--- src/sv/io_stream_sequentiality_classifier_defines.svh ---
// Assertion macros used by the sqc_engine RTL.
`ifndef IO_STREAM_SEQUENTIALITY_CLASSIFIER_DEFINES_SVH
`define IO_STREAM_SEQUENTIALITY_CLASSIFIER_DEFINES_SVH
`ifndef ASSERT_OFF
`define ASSERT_IMPLIES(name, clk, rst, cond, prop) \
   name: assert property (@(posedge clk) disable iff (rst) (cond) |-> (prop)) \
      else $error("assertion failed");
`define ASSERT_NEXT(name, clk, rst, cond, prop) \
   name: assert property (@(posedge clk) disable iff (rst) (cond) |=> (prop)) \
      else $error("assertion failed");
`else
`define ASSERT_IMPLIES(name, clk, rst, cond, prop)
`define ASSERT_NEXT(name, clk, rst, cond, prop)
`endif
`endif

--- src/sv/sqc_pkg.sv ---
`timescale 1ns / 1ps
`default_nettype none
package sqc_pkg;

   localparam int PROCESS_ENTRIES = 1024;
   localparam int STREAM_ENTRIES  = 4096;
   localparam int COUNTER_BITS    = 32;
   localparam int QUEUE_DEPTH     = 2;
   localparam int NUM_COUNTERS    = 8;
   localparam int NO_SEEK_CODE    = 29;
   localparam logic [63:0] NO_SEEK_RET = 64'd0 - 64'(NO_SEEK_CODE);

   localparam logic [2:0] OP_RD     = 3'd0;
   localparam logic [2:0] OP_WR     = 3'd1;
   localparam logic [2:0] OP_POS_RD = 3'd2;
   localparam logic [2:0] OP_POS_WR = 3'd3;
   localparam logic [2:0] OP_OPEN   = 3'd4;
   localparam logic [2:0] OP_SEEK   = 3'd5;
   localparam logic [2:0] OP_SHUT   = 3'd6;

   localparam logic [2:0] OUT_SEQ   = 3'd0;
   localparam logic [2:0] OUT_RAND  = 3'd1;
   localparam logic [2:0] OUT_UNCLS = 3'd2;
   localparam logic [2:0] OUT_BOOK  = 3'd3;
   localparam logic [2:0] OUT_DROP  = 3'd4;

   localparam logic [2:0] CNT_RTOT = 3'd0;
   localparam logic [2:0] CNT_WTOT = 3'd1;
   localparam logic [2:0] CNT_SR   = 3'd2;
   localparam logic [2:0] CNT_RR   = 3'd3;
   localparam logic [2:0] CNT_SW   = 3'd4;
   localparam logic [2:0] CNT_RW   = 3'd5;
   localparam logic [2:0] CNT_UR   = 3'd6;
   localparam logic [2:0] CNT_UW   = 3'd7;

   localparam int F_LAST   = 0;
   localparam int F_CURSOR = 1;
   localparam int F_NOSEEK = 2;

   typedef struct packed {
      logic [2:0]  op;
      logic [31:0] pid;
      logic [31:0] key_lo;
      logic [63:0] pos;
      logic [63:0] ret;
      logic        need_stream;
      logic        may_create;
   } cmd_type;

   typedef struct packed {
      logic        push;
      cmd_type     cmd;
   } push_type;

   typedef struct packed {
      logic        used;
      logic [63:0] key;
      logic [63:0] end_pos;
      logic [63:0] cursor;
      logic [2:0]  flags;
   } stream_type;

endpackage
`default_nettype wire

--- src/sv/sqc_queue.sv ---
`timescale 1ns / 1ps
`default_nettype none
module sqc_queue #(
   parameter int DEPTH = sqc_pkg::QUEUE_DEPTH
) (
   input  wire logic              clock,
   input  wire logic              reset,
   input  wire sqc_pkg::push_type push_i,
   output logic                   full_o,
   output logic                   valid_o,
   output sqc_pkg::cmd_type       cmd_o,
   input  wire logic              pop_i
);

   localparam int AW  = (DEPTH > 1) ? $clog2(DEPTH) : 1;
   localparam int CNW = $clog2(DEPTH + 1);

   sqc_pkg::cmd_type slot_ff [DEPTH];
   logic [AW-1:0]  wr_ff, wr_in, rd_ff, rd_in;
   logic [CNW-1:0] count_ff, count_in;

   assign full_o  = (count_ff == CNW'(DEPTH));
   assign valid_o = (count_ff != '0);
   assign cmd_o   = slot_ff[rd_ff];

   always_comb begin
      wr_in = wr_ff;
      rd_in = rd_ff;
      if (push_i.push) begin
         wr_in = (wr_ff == AW'(DEPTH - 1)) ? '0 : wr_ff + 1'b1;
      end
      if (pop_i) begin
         rd_in = (rd_ff == AW'(DEPTH - 1)) ? '0 : rd_ff + 1'b1;
      end
      count_in = count_ff + CNW'(push_i.push) - CNW'(pop_i);
   end

   always_ff @(posedge clock) begin
      if (reset) begin
         wr_ff    <= '0;
         rd_ff    <= '0;
         count_ff <= '0;
      end else begin
         wr_ff    <= wr_in;
         rd_ff    <= rd_in;
         count_ff <= count_in;
      end
   end

   always_ff @(posedge clock) begin
      if (push_i.push) begin
         slot_ff[wr_ff] <= push_i.cmd;
      end
   end

endmodule
`default_nettype wire

--- config.mk ---
export PLATFORM = sky130hd
export DESIGN_NAME = sqc_queue
export DESIGN_NICKNAME = d
export VERILOG_FILES = /design/src/sv/io_stream_sequentiality_classifier_defines.svh /design/src/sv/sqc_pkg.sv /design/src/sv/sqc_queue.sv
export SDC_FILE = /design/constraint.sdc
export NUM_CORES = 1
export LEC_CHECK = 0
export BUFFER_PORTS_ARGS = -buffer_cell sky130_fd_sc_hd__buf_2
export CORE_AREA = 2 2 182 184
export CTS_CLUSTER_DIAMETER = 200
export DETAILED_ROUTE_END_ITERATION = 10
export DIE_AREA = 0 0 184 186
export GPL_TIMING_DRIVEN = 0
export PLACE_DENSITY_LB_ADDON = 0.15
export SYNTH_ARGS = -nofsm -noshare
export SYNTH_HDL_FRONTEND = slang
export SYNTH_SLANG_ARGS = --single-unit
--- constraint.sdc ---
create_clock -name clock -period 33.8 [get_ports clock]
set_input_delay 6.76 -clock clock [delete_from_list [all_inputs] [get_ports clock]]
set_output_delay 6.76 -clock clock [all_outputs]
set_load 0.01 [all_outputs]
==> out/metrics.csv <==
metric,value,unit
viasPerCell,4.82,
place.gp.congestion,0.717,
vias,7405,
synth_top_family_by_area,multiplexers,
numPortBuffers,399,
top_usage_layer,met2,
required,27.04,ns
yosys_warnings,0,
drive_gt1_share,61.2,%
crit_path_end,cmd_o[119],
cts_max_level,2,
met2_usage,29.7,%
fin_crit_sh,25.6,%
detail-route-antenna-nets,0,
dieArea,34200,um2
r2r-end,slot_ff[1][63],
grt_pass1_vias,7754,
p_int,0.910,mW
arrival,1.89,ns
wl_per_cell,19.4,um
drv_slew,0,
use_met1,18.1,%
ys_seq_elements,399,
synth_nets,837,
ys_types,14,
grt_max_degree,58,
seqPwrFrac,50.2,%
antenna_found_initial,13,
numCtsBuffers,43,
slew_headroom,46.3,%
cts_buffer_depth,3,
power_switching_share,21.8,%
final-hold-violation-count,0,
cts.sinks,399,
postPlaceCellArea,17700,um2
min_period,8.65,ns
outcome,finished clean,
timing.rr.start,wr_ff,
worst_skew_pair.late_latency,0.53,ns
ir_drop,0.0000474,V
fmax,0.116,GHz
fin_area,19100,um2
core-area,32200,um2
yosys.area_share.xor_xnor,0.268,%
first_pass_iters,4,
area_growth,27.5,%
ys_seq_area_share,79.7,%
syn_area,15000,um2
p_per_area,61.0,nW/um2
clockRootBuffer,clkbuf_16,
cts_tree,built,
grt_pass1_wl,42700,um
final_nets,1292,
crit_path_end_kind,primary output,
hp-class,reg -> reg,
setup_violations,0,
met3_usage,6.36,%
power.switching,0.254,mW
synth_compound_area_share,0,%
place_hpwl,20700,um
worst_pin_slew,0.805,ns
grt.total_usage,16.7,%
chipWidth,184,um
cts_resized,0,
cp-start-kind,flop,
synthAdderAreaFrac,0.167,%
drc,0,
worst_clock_skew,0.0153,ns
pin_count,400,
post-cts-setup-buffers,0,
path_clk_slew,0.05,ns
power_leakage,7.48,nW
wirelength,29800,um
fp-row-count,66,
fin_tns_setup,0,ns
drv_cap,0,
crit_type,reg -> out,
r2r_setup_slack,31.63,ns
gr-total-overflow,0,
rsz0062_at_grt,no,
die_h,186,um
rr_worst_depth,4,
drtIter0Drc,289,
synth_cells,634,
synth-simple-area-share,0.309,%
power_frac_comb,12.1,%
ctsHoldBuffers,0,
synthMuxAreaShare,18.1,%
power.share.clock,37.6,%
initial_core_util,46.5,%
cp_max_fo,10,
synth_area_per_cell,23.6,um2
-- cell type report --
| cell class | instances | area [um2] |
|---|---|---|
| inverter | 2 | 7.51 |
| clock inverter | 23 | 191 |
| tap | 408 | 510 |
| fill | 2498 | 13100 |
| sequential | 399 | 11900 |
| buffer | 22 | 210 |
| clock buffer | 53 | 1130 |
| timing repair buffer | 410 | 2240 |
| antenna | 9 | 22.5 |
| multi-input combinational | 211 | 2830 |
-- synthesized netlist by cell type, drive strengths merged --
master	instances	area share [%]
nor2	4	0.10
and2	1	0.042
buf	22	1.4
xnor2	2	0.12
inv	2	0.050
edfxtp	394	79
mux2	197	18
or2	1	0.042
nor2b	3	0.13
dfxtp	5	0.67
xnor3	1	0.15
ha	2	0.17
-- metal layers --
layer | up-vias | wire, um
met5 | - | 35
met4 | 6 | 764
met3 | 59 | 2640
met2 | 261 | 15400
met1 | 3612 | 10900
li1 | 3467 | -
-- per-stage QoR --
| stage | hold WS, ns | setup WS (ns) | cells | utilization, % | power (mW) |
|---|---|---|---|---|---|
| floorplan | 0.480 | 17.76 | 634 | - | 0.684 |
| detailed placement | 0.525 | 25.09 | 1452 | 55.0 | 0.739 |
| finish | 0.534 | 25.15 | 1537 | 59.2 | 1.16 |
| CTS | 0.539 | 25.07 | 1528 | 59.2 | 1.18 |
| global placement | 0.496 | 12.00 | 1441 | 54.3 | 0.745 |
| global route | 0.556 | 25.04 | 1534 | 59.2 | 1.21 |
-- flip-flops by register name, summed over array words and instances, names as in the netlist, named ones only --
register and count:
wr_ff 1, slot_ff 394, count_ff 2, rd_ff 1
-- cells in the final DEF (no fill, tap or decap), drive strengths merged, types with 3 or more instances in the layout --
cell	count
clkbuf	53
buf	432
edfxtp	394
inv	4
mux2	197
nor2b	3
diode	9
clkinv	18
bufinv	3
dfxtp	5
nor2	4
-- logic make-up (layout without fill, tap and decap cells) --
logic type    after synthesis  in the layout
buf+inv                    24            510
fa+ha+maj                   2              2
xor+xnor                    3              3
other cells                 0              9
flops                     399            399
simple gates                9              9
mux                       197            197
-- critical path, stage by stage (launching register included) --
cell and delay [ns]:
dfxtp_1 0.33, buf_6 0.14, buf_6 0.20, buf_6 0.21, mux2_4 0.33, buf_2 0.15
-- power by group through the flow --
stage / logic, mW / registers (mW) / clock network (mW)
CTS: 0.144 / 0.585 / 0.450
finish: 0.141 / 0.585 / 0.438
detailed placement: 0.144 / 0.595 / 0
global placement: 0.137 / 0.607 / 0
floorplan: 0.0824 / 0.601 / 0
global route: 0.152 / 0.587 / 0.468
-- worst min-delay path by stage --
stage / cells after the start / slack, ns / startpoint / end
final: 2 / 0.53 / rd_ff / rd_ff
after floorplan: 2 / 0.48 / rd_ff / flop
after detailed placement: 2 / 0.53 / rd_ff / rd_ff
after global placement: 2 / 0.50 / rd_ff / flop
after CTS: 2 / 0.54 / rd_ff / rd_ff
after global routing: 2 / 0.56 / rd_ff / rd_ff
Power figures use the tool's default switching activity.
