<file path="config.mk">
export PLATFORM = sky130hd
export DESIGN_NAME = sqc_front
export DESIGN_NICKNAME = d
export VERILOG_FILES = /design/src/sv/io_stream_sequentiality_classifier_defines.svh /design/src/sv/sqc_pkg.sv /design/src/sv/sqc_front.sv
export SDC_FILE = /design/constraint.sdc
export NUM_CORES = 1
export LEC_CHECK = 0
export ABC_AREA = 1
export ABC_CLOCK_PERIOD_IN_PS = 1000
export BUFFER_PORTS_ARGS = -buffer_cell sky130_fd_sc_hd__buf_2
export CORE_AREA = 8 8 148 150
export DETAILED_ROUTE_END_ITERATION = 8
export DIE_AREA = 0 0 156 158
export GPL_TIMING_DRIVEN = 0
export SYNTH_ARGS = -nofsm -noshare
export SYNTH_HDL_FRONTEND = slang
export SYNTH_SLANG_ARGS = --single-unit
</file>
<file path="constraint.sdc">
create_clock -name vclk -period 1
set_input_delay 0.2 -clock vclk [all_inputs]
set_output_delay 0.2 -clock vclk [all_outputs]
set_load 0.005 [all_outputs]
</file>
<file path="src/sv/io_stream_sequentiality_classifier_defines.svh">
// Assertion macros used by the sqc_engine RTL.
`ifndef IO_STREAM_SEQUENTIALITY_CLASSIFIER_DEFINES_SVH
`define IO_STREAM_SEQUENTIALITY_CLASSIFIER_DEFINES_SVH
`ifndef ASSERT_OFF
`define ASSERT_IMPLIES(name, clk, rst, cond, prop) \
   name: assert property (@(posedge clk) disable iff (rst) (cond) |-> (prop)) \
      else $error("assertion failed");
`define ASSERT_NEXT(name, clk, rst, cond, prop) \
   name: assert property (@(posedge clk) disable iff (rst) (cond) |=> (prop)) \
      else $error("assertion failed");
`else
`define ASSERT_IMPLIES(name, clk, rst, cond, prop)
`define ASSERT_NEXT(name, clk, rst, cond, prop)
`endif
`endif

</file>
<file path="src/sv/sqc_pkg.sv">
`timescale 1ns / 1ps
`default_nettype none
package sqc_pkg;

   localparam int PROCESS_ENTRIES = 1024;
   localparam int STREAM_ENTRIES  = 4096;
   localparam int COUNTER_BITS    = 32;
   localparam int QUEUE_DEPTH     = 2;
   localparam int NUM_COUNTERS    = 8;
   localparam int NO_SEEK_CODE    = 29;
   localparam logic [63:0] NO_SEEK_RET = 64'd0 - 64'(NO_SEEK_CODE);

   localparam logic [2:0] OP_RD     = 3'd0;
   localparam logic [2:0] OP_WR     = 3'd1;
   localparam logic [2:0] OP_POS_RD = 3'd2;
   localparam logic [2:0] OP_POS_WR = 3'd3;
   localparam logic [2:0] OP_OPEN   = 3'd4;
   localparam logic [2:0] OP_SEEK   = 3'd5;
   localparam logic [2:0] OP_SHUT   = 3'd6;

   localparam logic [2:0] OUT_SEQ   = 3'd0;
   localparam logic [2:0] OUT_RAND  = 3'd1;
   localparam logic [2:0] OUT_UNCLS = 3'd2;
   localparam logic [2:0] OUT_BOOK  = 3'd3;
   localparam logic [2:0] OUT_DROP  = 3'd4;

   localparam logic [2:0] CNT_RTOT = 3'd0;
   localparam logic [2:0] CNT_WTOT = 3'd1;
   localparam logic [2:0] CNT_SR   = 3'd2;
   localparam logic [2:0] CNT_RR   = 3'd3;
   localparam logic [2:0] CNT_SW   = 3'd4;
   localparam logic [2:0] CNT_RW   = 3'd5;
   localparam logic [2:0] CNT_UR   = 3'd6;
   localparam logic [2:0] CNT_UW   = 3'd7;

   localparam int F_LAST   = 0;
   localparam int F_CURSOR = 1;
   localparam int F_NOSEEK = 2;

   typedef struct packed {
      logic [2:0]  op;
      logic [31:0] pid;
      logic [31:0] key_lo;
      logic [63:0] pos;
      logic [63:0] ret;
      logic        need_stream;
      logic        may_create;
   } cmd_type;

   typedef struct packed {
      logic        push;
      cmd_type     cmd;
   } push_type;

   typedef struct packed {
      logic        used;
      logic [63:0] key;
      logic [63:0] end_pos;
      logic [63:0] cursor;
      logic [2:0]  flags;
   } stream_type;

endpackage
`default_nettype wire

</file>
<file path="src/sv/sqc_front.sv">
`timescale 1ns / 1ps
`default_nettype none
module sqc_front (
   input  wire logic             req_tvalid,
   output logic                  req_tready,
   input  wire logic [191:0]     req_tdata,  // process_id, file_handle, explicit_offset, call_result
   input  wire logic [2:0]       req_tuser,  // req_type
   input  wire logic             full_i,
   output sqc_pkg::push_type     push_o
);

   logic [2:0]  op;
   logic [63:0] ret;

   assign op  = req_tuser;
   assign ret = req_tdata[191:128];
   assign req_tready = !full_i;

   always_comb begin
      push_o.push       = req_tvalid && !full_i;
      push_o.cmd.op     = op;
      push_o.cmd.pid    = req_tdata[31:0];
      push_o.cmd.key_lo = (op == sqc_pkg::OP_OPEN) ? ret[31:0] : req_tdata[63:32];
      push_o.cmd.pos    = req_tdata[127:64];
      push_o.cmd.ret    = ret;
      push_o.cmd.need_stream = (op == sqc_pkg::OP_RD) || (op == sqc_pkg::OP_WR) ||
         (op == sqc_pkg::OP_POS_RD) || (op == sqc_pkg::OP_POS_WR) ||
         (op == sqc_pkg::OP_SEEK) || ((op == sqc_pkg::OP_OPEN) && !ret[63]) ||
         ((op == sqc_pkg::OP_SHUT) && (ret == 64'd0));
      push_o.cmd.may_create = (op != sqc_pkg::OP_SHUT);
   end

endmodule
`default_nettype wire

</file>
==> flow_summary.ini, run 1 <==
[run_status]
status = finished with violations
failed_checks = setup timing

[power]
vdd_drop_max_mv = 0.131
leakagePower_nw = 2.54
power.total_w = 0.00173
power_per_cell_area_nw_per_um2 = 403

[global_routing]
gr-total-overflow = 0
grt_start_max_net_pins = 11
grt_pass1_wl_um = 16100
antenna_found_initial = 0
grt_pass1_vias = 2962
track_usage = 0.0813

[critical_path]
crit_type = in2out
cp.arrival_ns = 1.13
critPathLaunchType = input pin
critPathRequiredTime_ns = 0.80
cp_max_fo = 10
end_kind = primary output

[synth]
synth_top_area_frac = 0.612
synth_top_cell_by_area = buf_4
ys_warn_count = 0
syn_area_um2 = 2000
ys_types = 12
avgSynthCellArea_um2 = 7.01
yosysSeqAreaShare = 0
synth_fp_nets = 482
synth_cells = 285
synth_area_leaders = buf_4 61%, mux2_4 18%, nor2_1 7.5%

[sta]
fmax_ghz = 0.749
fin_crit_sh = 1.33
setup_viol = 33
worst_slew_pin_slew_ns = 0.162
period_needed_ns = 1.33
final_hold_viol_count = 0
worst_slack_ns = -0.335
finalSetupTns_ns = -9.97
rsz0062_at_grt = yes
slew_viol_final = 0
max_slew_margin = 0.892

[floorplanning]
dieWidth_um = 156
die_h_um = 158
rows = 52
io_pins = 396
start_util = 0.101
core_area_um2 = 19700
die-area_um2 = 24600

[routing]
wirelength_um = 12100
num_vias = 2704
firstDrtPassIters = 4
antenna_violating_nets_post_route = 0
drt_iter0_drc = 69
drc = 0
via_per_inst = 3.14
wire_per_inst_um = 14.1

[finish]
num_antenna_cells = 0
clkbuf_count = 0
seq_cell_count = 0
drive_gt1_frac = 0.898
regArea_um2 = 0
areaGrowthSynthToFinish_pct = 115
final_nets = 789

[placed_design]
gp_congestion = 0.882
dp_hpwl_um = 11100
io_buffer_count = 300

[flow_run]
max-cap-violations = 0

[hold_path]
min-delay-path-class = in2out

[clock_tree]
holdBufCountCts = 0
[cells in the final DEF, fill, tap and decap left out]
cell type,n
buf_2,264
buf_4,165
buf_6,36
mux2_4,24
nor2_1,21
nand2_1,20
nor2_2,13
inv_1,11
nor2_4,6
nand2_2,6
buf_8,5
o21ai_1,4
nand2_4,3
o21ai_2,3
nand3_2,2
buf_12,2
nand4_1,2
o21ai_4,1
and2_1,1
nand3_1,1
[Yosys cell counts, drive strengths merged]
cell    instances
and2            1
buf           166
clkbuf          1
inv            11
mux2           24
nand2          29
nand3           3
nand4           2
nor2           40
o21ai           8
[area by class of cell]
class / count / area [um2]
Timing Repair Buffer: 306 / 1800
Buffer: 166 / 1280
Inverter: 11 / 41.3
Multi-Input combinational cell: 107 / 841
Fill cell: 2246 / 15400
Tap cell: 270 / 338
[worst max-delay path, cell delays in order]
cell and delay, ns:
buf_8 0.11, nor2_4 0.11, nand2_4 0.11, buf_12 0.17, mux2_4 0.30, buf_6 0.12
[layer usage]
layer / up-vias / part of all wire / GRT usage
met4: 0 / 0.0040 / 0.00416
met5: - / 0 / 0
met2: 218 / 0.53 / 0.163
met3: 4 / 0.11 / 0.0221
met1: 1148 / 0.35 / 0.0858
li1: 1334 / - / -
[where the power goes]
| part | switching [W] | leakage [nW] | internal [W] | total (W) |
|---|---|---|---|---|
| sequential | 0 | 0 | 0 | 0 |
| combinational | 0.000618 | 2.54 | 0.00111 | 0.00173 |
| clock | 0 | 0 | 0 | 0 |
| total | 0.000618 | 2.54 | 0.00111 | 0.00173 |
[kinds of logic (layout without fill, tap and decap cells)]
logic type	Yosys count	count (layout)	share of synthesized area
multiplexers	24	24	0.180
buffers and inverters	178	483	0.652
AND/OR/NAND/NOR	75	75	0.148
AO/OA/AOI/OAI	8	8	0.0200
[what timing repair did]
item / CTS / global route
setup endpoints to repair: 33 / 33
pin swaps: 8 / 17
gates cloned: 1 / 0
resized for setup: 69 / 42
setup buffers: 4 / 4
[worst paths after layout]
check,endpoint,slack [ns],depth (start not counted),start
max,push_o[136],-0.33,6,req_tuser[0]
min,push_o[71],0.57,2,req_tdata[69]
[metrics by stage]
| step | std cells | worst slack [ns] | hold slack (ns) | instance area (um2) | util |
|---|---|---|---|---|---|
| 2_1_floorplan | 285 | -0.0221 | 0.427 | 2020 | - |
| 4_1_cts | 860 | -0.360 | 0.570 | 4180 | 0.212 |
| 3_3_place_gp | 855 | -0.601 | 0.570 | 3860 | 0.196 |
| 6_report | 860 | -0.335 | 0.567 | 4300 | 0.218 |
| 5_1_grt | 860 | -0.381 | 0.572 | 4300 | 0.218 |
| 3_5_place_dp | 855 | -0.588 | 0.570 | 3860 | 0.196 |
Note: power is estimated with default switching activity, not from simulation.
==> run 2, diff against run 1 <==
- BUFFER_PORTS_ARGS: -buffer_cell sky130_fd_sc_hd__buf_2 -> not set
- CORE_AREA: 8 8 148 150 -> 8 8 149 151
- DIE_AREA: 0 0 156 158 -> 0 0 157 159
- DONT_BUFFER_PORTS: not set -> 1
==> flow_summary.ini, run 2 (synthesis gave the netlist of run 1 again) <==
[run_status]
status = finished with violations
failed_checks = setup timing

[critical_path]
crit_buf_inv = 1
cp_max_fo = 10
critPathRequiredTime_ns = 0.80
critPathLaunchType = input pin
end_kind = primary output
slowest_delay_ns = 0.33
crit_type = in2out
crit_family = multiplexers
cp.arrival_ns = 0.91
crit_path_cell_trace = nor2_4 > nand2_4 > buf_12 > mux2_4
slowest_stage = mux2_4

[finish]
drive_gt1_frac = 0.766
final_nets = 485
seq_cell_count = 0
num_antenna_cells = 0
areaGrowthSynthToFinish_pct = 24.6
clkbuf_count = 0
regArea_um2 = 0
final_common_cell = buf_4
final_cell_mix = 163 x buf_4, 30 x nor2_1, 24 x mux2_4
post-route-util = 0.125

[placed_design]
gp_congestion = 0.718
dp_hpwl_um = 9800
io_buffer_count = 0
place_ws_ns = -0.445

[routing]
antenna_violating_nets_post_route = 0
drt_iter0_drc = 63
num_vias = 1701
wire_per_inst_um = 18.5
wirelength_um = 10300
via_per_inst = 3.06
drc = 0
firstDrtPassIters = 3

[floorplanning]
core_area_um2 = 19800
die_h_um = 159
io_pins = 396
die-area_um2 = 25000
start_util = 0.101
dieWidth_um = 157
rows = 52

[power]
vdd_drop_max_mv = 0.0854
power_per_cell_area_nw_per_um2 = 374
leakagePower_nw = 1.25

[clock_tree]
holdBufCountCts = 0

[sta]
setup_viol = 32
worst_slack_ns = -0.107
fmax_ghz = 0.903
slew_viol_final = 0
fin_crit_sh = 1.11
max_slew_margin = 0.804
hold_ws_ns = 0.435
final_hold_viol_count = 0
finalSetupTns_ns = -2.30
period_needed_ns = 1.11
worst_slew_pin_slew_ns = 0.293
rsz0062_at_grt = yes

[global_routing]
grt_start_max_net_pins = 11
antenna_found_initial = 0
grt_pass1_wl_um = 13300
gr-total-overflow = 0
track_usage = 0.0673
grt_pass1_vias = 2005

[flow_run]
max-cap-violations = 0

[hold_path]
min-delay-path-class = in2out
-- run 2: cell count changes in the layout (fill, tap and decap cells not counted), sizes merged --
cell / before / now
clkbuf: 0 / 1
buf: 472 / 167
-- run 2: final cells by class --
| class | instances | area (um2) |
|---|---|---|
| Fill cell | 2298 | 17400 |
| Buffer | 167 | 1290 |
| Multi-Input combinational cell | 107 | 813 |
| Tap cell | 270 | 338 |
| Inverter | 11 | 41.3 |
| Timing Repair Buffer | 1 | 11.3 |
-- run 2: metal layers --
layer	vias to the layer above	track usage	wire, um	part of all wire
li1	724	-	-	-
met1	744	0.0624	3040	0.30
met2	221	0.132	5330	0.52
met3	12	0.0271	1660	0.16
met4	0	0.0153	224	0.022
met5	-	0	0	0
-- run 2: what timing repair did --
action | 4_1_cts | 5_1_grt
resized for setup | 31 | 14
pin swaps | 7 | 10
setup buffers | 1 | 0
setup endpoints to repair | 33 | 33
-- run 2: worst paths after layout --
kind / cells after the start / slack [ns] / endpoint / startpoint
min: 1 / 0.44 / req_tready / full_i
max: 4 / -0.11 / push_o[132] / req_tuser[0]
-- run 2: per-stage QoR --
step                total power (W)  instance area, um2  std cells
floorplan                  0.000769                2020        285
global placement           0.000912                2360        555
detailed placement         0.000915                2360        555
CTS                        0.000944                2450        556
global route               0.000998                2490        556
finish                     0.000932                2490        556
-- run 2: where the power goes --
part	internal [W]	switching, W
Sequential	0	0
Combinational	0.000580	0.000352
Clock	0	0
Total	0.000580	0.000352
==> run 3, diff against run 2 <==
==> constraint.sdc (replaced) <==
create_clock -name vclk -period 1
set_input_delay 0.05 -clock vclk [all_inputs]
set_output_delay 0.05 -clock vclk [all_outputs]
set_load 0.005 [all_outputs]
==> flow_summary.ini, run 3 (synthesis gave the netlist of run 1 again) <==
[hold_path]
min_path_cells = 1
min-delay-path-class = in2out

[global_routing]
grt_start_max_net_pins = 11
grt_pass1_vias = 1977
met2_usage = 0.135
use_met1 = 0.0632
met3_usage = 0.0242
antenna_found_initial = 0
gr-total-overflow = 0
track_usage = 0.0670
top_usage_layer = met2
grt_pass1_wl_um = 13200

[critical_path]
crit_family = compound AO/OA/AOI/OAI gates
slowest_stage = o21ai_0
cp.arrival_ns = 0.91
critPathRequiredTime_ns = 0.95
crit_type = in2out
path_depth = 4
cp_max_fo = 10
end_kind = primary output
critPathLaunchType = input pin
slowest_delay_ns = 0.37
crit_buf_inv = 1
crit_path_cell_trace = nor2_1 > nand2_2 > clkbuf_1 > o21ai_0

[routing]
wirelength_um = 10200
via_per_inst = 2.97
drt_iter0_drc = 92
num_vias = 1649
antenna_violating_nets_post_route = 0
wire_per_inst_um = 18.3
drc = 0
firstDrtPassIters = 4

[floorplanning]
rows = 52
dieWidth_um = 157
core_area_um2 = 19800
die-area_um2 = 25000
start_util = 0.101
io_pins = 396
die_h_um = 159

[finish]
drive_gt1_frac = 0.677
fillCellCount = 2289
clkbuf_count = 0
regArea_um2 = 0
multi_input_comb_area_um2 = 701
num_antenna_cells = 0
seq_cell_count = 0
final_nets = 484
final_cell_mix = 163 x buf_4, 38 x nor2_1, 28 x nand2_1
areaGrowthSynthToFinish_pct = 17.2
final_common_cell = buf_4

[sta]
max_slew_margin = 0.730
fin_crit_sh = 0.963
worst_slew_pin_slew_ns = 0.404
final_hold_viol_count = 0
slew_viol_final = 0
setup_viol = 0
period_needed_ns = 0.963
hold_ws_ns = 0.131
rsz0062_at_grt = yes
fmax_ghz = 1.04
finalSetupTns_ns = 0

[power]
leakagePower_nw = 1.21
vdd_drop_max_mv = 0.0739
power_per_cell_area_nw_per_um2 = 380

[clock_tree]
holdBufCountCts = 0
cts_post_setup_buffers_inserted = 0

[placed_design]
dp_hpwl_um = 9780
io_buffer_count = 0
gp_congestion = 0.737

[flow_run]
max-cap-violations = 0

[run_status]
status = complete, no violations
## run 3: cell type report
type               instances  area share
well taps                270       0.144
multi-input cells        107       0.299
plain buffers            167       0.539
inverters                 11      0.0176
## run 3: metal layers
metal | up-vias | part of all wire
met5 | - | 0
met4 | 0 | 0.016
met3 | 8 | 0.15
met2 | 211 | 0.53
met1 | 713 | 0.30
li1 | 717 | -
## run 3: final timing paths
| check | start | end | slack [ns] |
|---|---|---|---|
| worst max-delay path | req_tuser[0] | push_o[139] | 0.04 |
| worst min-delay path | full_i | req_tready | 0.13 |
## run 3: what timing repair did
item,4_1_cts,5_1_grt
pin swaps,1,0
gates cloned,0,0
gates resized for setup,4,2
setup endpoints to repair,3,2
## run 3: where the power goes
part	switching, W	internal, W	total, W
registers	0	0	0
clock network	0	0	0
logic	0.000338	0.000551	0.000889
## run 3: metrics by stage
step / instances / utilization / worst slack [ns] / power, W / instance area (um2)
after floorplan: 285 / - / 0.243 / 0.000763 / 2000
after global placement: 555 / 0.118 / -0.131 / 0.000905 / 2340
final: 555 / 0.118 / 0.0365 / 0.000889 / 2340
after global routing: 555 / 0.118 / -0.0192 / 0.000946 / 2340
after detailed placement: 555 / 0.118 / -0.106 / 0.000908 / 2340
after CTS: 555 / 0.118 / 0.00356 / 0.000911 / 2340
